`src/hw/rtl/lpkv_ram.sv`:
```
// Generic single-clock RAM with one write port and one registered read port.
module lpkv_ram #(
    parameter int WIDTH = 8,
    parameter int DEPTH = 16
) (
    input  logic                     clk,
    input  logic                     we,
    input  logic [$clog2(DEPTH)-1:0] waddr,
    input  logic [WIDTH-1:0]         wdata,
    input  logic [$clog2(DEPTH)-1:0] raddr,
    output logic [WIDTH-1:0]         rdata
);

    logic [WIDTH-1:0] mem [DEPTH];

    always_ff @(posedge clk)
    begin
        if (we)
        begin
            mem[waddr] <= wdata;
        end
        rdata <= mem[raddr];
    end

endmodule

```
`config.mk`:
```
export PLATFORM = sky130hd
export DESIGN_NAME = lpkv_ram
export DESIGN_NICKNAME = d
export VERILOG_FILES = /design/src/hw/rtl/lpkv_ram.sv
export SDC_FILE = /design/constraint.sdc
export NUM_CORES = 1
export LEC_CHECK = 0
export BUFFER_PORTS_ARGS = -buffer_cell sky130_fd_sc_hd__buf_2
export CORE_MARGIN = 2
export CORE_UTILIZATION = 40
export CTS_BUF_LIST = sky130_fd_sc_hd__clkbuf_2
export DETAILED_ROUTE_END_ITERATION = 16
export PLACE_DENSITY = 0.63
export SLEW_MARGIN = 20
export SYNTH_ARGS = -nofsm -noshare
export SYNTH_HDL_FRONTEND = slang
export SYNTH_SLANG_ARGS = --single-unit
```
`constraint.sdc`:
```
create_clock -name clk -period 1.96 [get_ports clk]
set_input_delay 0 -clock clk [delete_from_list [all_inputs] [get_ports clk]]
set_output_delay 0 -clock clk [all_outputs]
set_load 0.02 [all_outputs]
```
After elaboration in Yosys (flattened, before gate mapping). Memories as Yosys holds them, arrays and structs flattened. A register that Yosys moved wholly into a read port is not among the register bits. Index checks and enable logic that the tools add are counted. W data, S select, Z words.

Muxes and demuxes: 2.

Operators with widths (number): $mux W1 (2).

Input bits: 18. Bits in registers: 0. Memory bits (writable): 128. Logic and storage cells: 3. Memories: 1. Output and inout port bits: 8.

Memory list: mem (depth 16, width 8, read ports 1, clocked after Yosys merged registers in 1, write ports 1, RTL line 14) `logic [WIDTH-1:0] mem [DEPTH];`.

Longest topological paths before layout.
Depth in word-level cells: 2. Depth in mapped cells: 5. Mapped depth without buffers: 3.

Worst setup path after synthesis. No wires, ideal clock.

Path type: input-to-reg. Start point: input waddr[2]. End point: memory mem[0][0] (enable). Path buffers: 0. Cell stages on the path: 2. Library setup time: 0.383 ns. Required time: 1.577 ns. Data arrival time: 1.110 ns. Slack: 0.467 ns. Cells stage by stage: or3b_2 -> nor3_1.

RTL lines: start, declared (RTL line 8) `input logic [$clog2(DEPTH)-1:0] waddr,`; end, declared (RTL line 14).

No word-level cell before the write port.

==> impl_metrics.ini <==
[sta]
setup_viol = 0
slew_headroom_pct = 72.32
rsz0062_at_grt = false
hold_viol_final = 0
slew_violations = 0
fin_crit_sh_pct = 93.75
fin_worst_skew_ns = 0.02027
tns_ns = 0
worst_pin_slew_ns = 0.4152
fmax_ghz = 0.5442
fin_crit_ns = 1.838

[floorplanning]
die_height_um = 117.4
num_rows = 41
fp.coreArea_mm2 = 0.01257
die_w_um = 117.4
io_pins = 26
die_area_mm2 = 0.01379
initial_utilization_pct = 40.96

[finish]
diodes = 0
final_layout_size_suffix_gt1_share_pct = 29.97
area_growth_pct = 18.52
fin_nets = 322
fin_area_mm2 = 0.006101

[logic_synthesis]
synthCells = 229
yosysSeqAreaShare_pct = 77.78
ys_warn_count = 0
synth_cell_types = 19
avgSynthCellArea_um2 = 22.48
syn-cell-area_mm2 = 0.005147
synth-seq-cells = 136
synth_fp_nets = 247

[drt]
drtIter0Drc = 208
dr.pass1.iters = 4
routed_wl_mm = 9.949
wl_per_cell_um = 20.35
via_per_inst = 5.135
ant_nets = 0
vias = 2511
route.detailed.drc = 0

[clocking]
postCtsResizedCells = 0
clk_path_buf_depth = 2
cts_tree = yes
insertion_delay_ns = 0.66
cts.sinks = 136
cts_max_level = 4
cts_root_buf = clkbuf_2
cts_made_buffers = 17
cts.clk_slew.worst_paths_ns = 0.19

[placement]
port_buffers = 25
dpl.hpwl_mm = 6.138
routabilityCongestion = 0.7355
dpl_cell_area_mm2 = 0.005569

[run_status]
outcome = completed

[grt]
grt_pass1_wl_mm = 15.50
track_usage_pct = 15.64
grt.overflow.total = 0
antenna_found_initial = 0
grt_max_degree = 33
grt_pass1_vias = 2685

[setup_path]
cp-start-kind = flop
critPathMaxFanout = 1
timing_worst_setup_path_type = reg2reg
cpPeakStageDelay_ns = 0.58
crit_chain = mux4_1, a22oi_1, dlygate4sd3_1, nand2_1
slowest_stage = dlygate4sd3_1
required_ns = 2.52
cp-end-kind = flop
cp.arrival_ns = 2.40

[pwr]
powerDensity_mw_per_mm2 = 920.3
ir_drop_mv = 0.5612
p_leak_nw = 2.064

[flow_run]
cap_violations = 0

[min_path]
hold_class = in2reg
## synth_stat cells
master / number / area (um2)
nand2_1: 9 / 33.78
buf_6: 3 / 33.78
clkdlybuf4s25_2: 3 / 30.03
dfxtp_1: 8 / 160.2
buf_2: 3 / 15.01
a22oi_1: 16 / 120.1
or3b_2: 1 / 8.760
edfxtp_1: 128 / 3844
nor2_1: 13 / 48.80
nand3b_1: 2 / 15.01
and2b_1: 1 / 7.510
mux4_1: 14 / 367.9
nand3_1: 1 / 5.000
nor2b_1: 1 / 6.260
nand2b_1: 2 / 12.51
buf_4: 1 / 7.510
nor3_1: 4 / 20.02
mux4_2: 18 / 405.4
and2_1: 1 / 6.260
## layer usage
metal / GRT usage, % / share of wire (%) / vias up
li1: - / - / 1124
met3: 4.572 / 6.5 / 2
met1: 21.87 / 46 / 1291
met5: 0 / 0 / -
met4: 4.895 / 0.39 / 0
met2: 23.90 / 48 / 94
## kinds of logic (layout without fill, tap and decap cells)
kind of cell | after synthesis | in the layout | share of synthesized area, %
compound gates | 16 | 16 | 2.334
buf+inv | 10 | 98 | 1.677
flops | 136 | 136 | 77.78
mux | 32 | 32 | 15.02
simple gates | 35 | 35 | 3.184
## through the flow
stage | util, % | hold WS [ns] | setup WS [ns] | total power [W] | instances
global placement | 44.31 | 0.3844 | 0.4267 | 0.003649 | 435
floorplan | - | 0.09887 | 0.4671 | 0.003515 | 229
finish | 48.54 | 0.1308 | 0.1225 | 0.005615 | 489
CTS | 48.54 | 0.04390 | 0.1537 | 0.005686 | 489
global route | 48.54 | 0.08726 | 0.1009 | 0.005827 | 489
detailed placement | 44.31 | 0.4000 | 0.4110 | 0.003659 | 435
## state kept, by name (all words and copies together), names as in the netlist
| register | flops |
|---|---|
| rdata | 8 |
| mem | 128 |
## critical path, delay by kind of cell, from the launching register on
family                 cells  cell delay, ns
AND/OR/NAND/NOR            1            0.05
buffers and inverters      1            0.58
multiplexers               1            0.51
flip-flops                 1            0.42
AO/OA/AOI/OAI              1            0.20
## cell usage in the layout, fill, tap and decap left out, drive strengths merged
cell         count
mux4            32
nor2            13
dlygate4sd3     22
nor2b            1
dfxtp            8
nand3            1
a22oi           16
and2             1
nand3b           2
clkinv           6
nand2            9
clkbuf          17
nor3             4
nand2b           2
and2b            1
bufinv           5
clkinvlp         3
edfxtp         128
inv              1
buf             44
or3b             1
## where the power goes
group	switching, W	internal (W)
Clock	0.00102	0.000971
Combinational	0.000197	0.000159
Sequential	0.0000179	0.00325
## path summary, 6_finish.rpt
path              cells past startpoint                start                to  slack [ns]
setup reg to reg                      4  mem[1][2]$_DFFE_PP_  rdata[2]$_DFF_P_        0.12
setup / recovery                      4  mem[1][2]$_DFFE_PP_  rdata[2]$_DFF_P_        0.12
hold reg to reg                       3  mem[7][7]$_DFFE_PP_  rdata[7]$_DFF_P_        0.71
hold / removal                        5             raddr[0]  rdata[1]$_DFF_P_        0.13
## layout make-up
| class | count | area [um2] |
|---|---|---|
| repair buffers | 66 | 513.0 |
| multi-input cells | 83 | 1057 |
| flip-flops and latches | 136 | 4004 |
| clock inverters | 15 | 226.5 |
| clock buffers | 17 | 85.08 |
| fillers | 1041 | 6467 |
| well taps | 172 | 215.2 |
## what timing repair did
action / in CTS / in global routing
hold buffers: 22 / 0
endpoints found under the hold margin: 264 / 0
endpoints found under the setup margin: 0 / 0
buffers inserted: 0 / 0
Power figures use the tool's default switching activity.
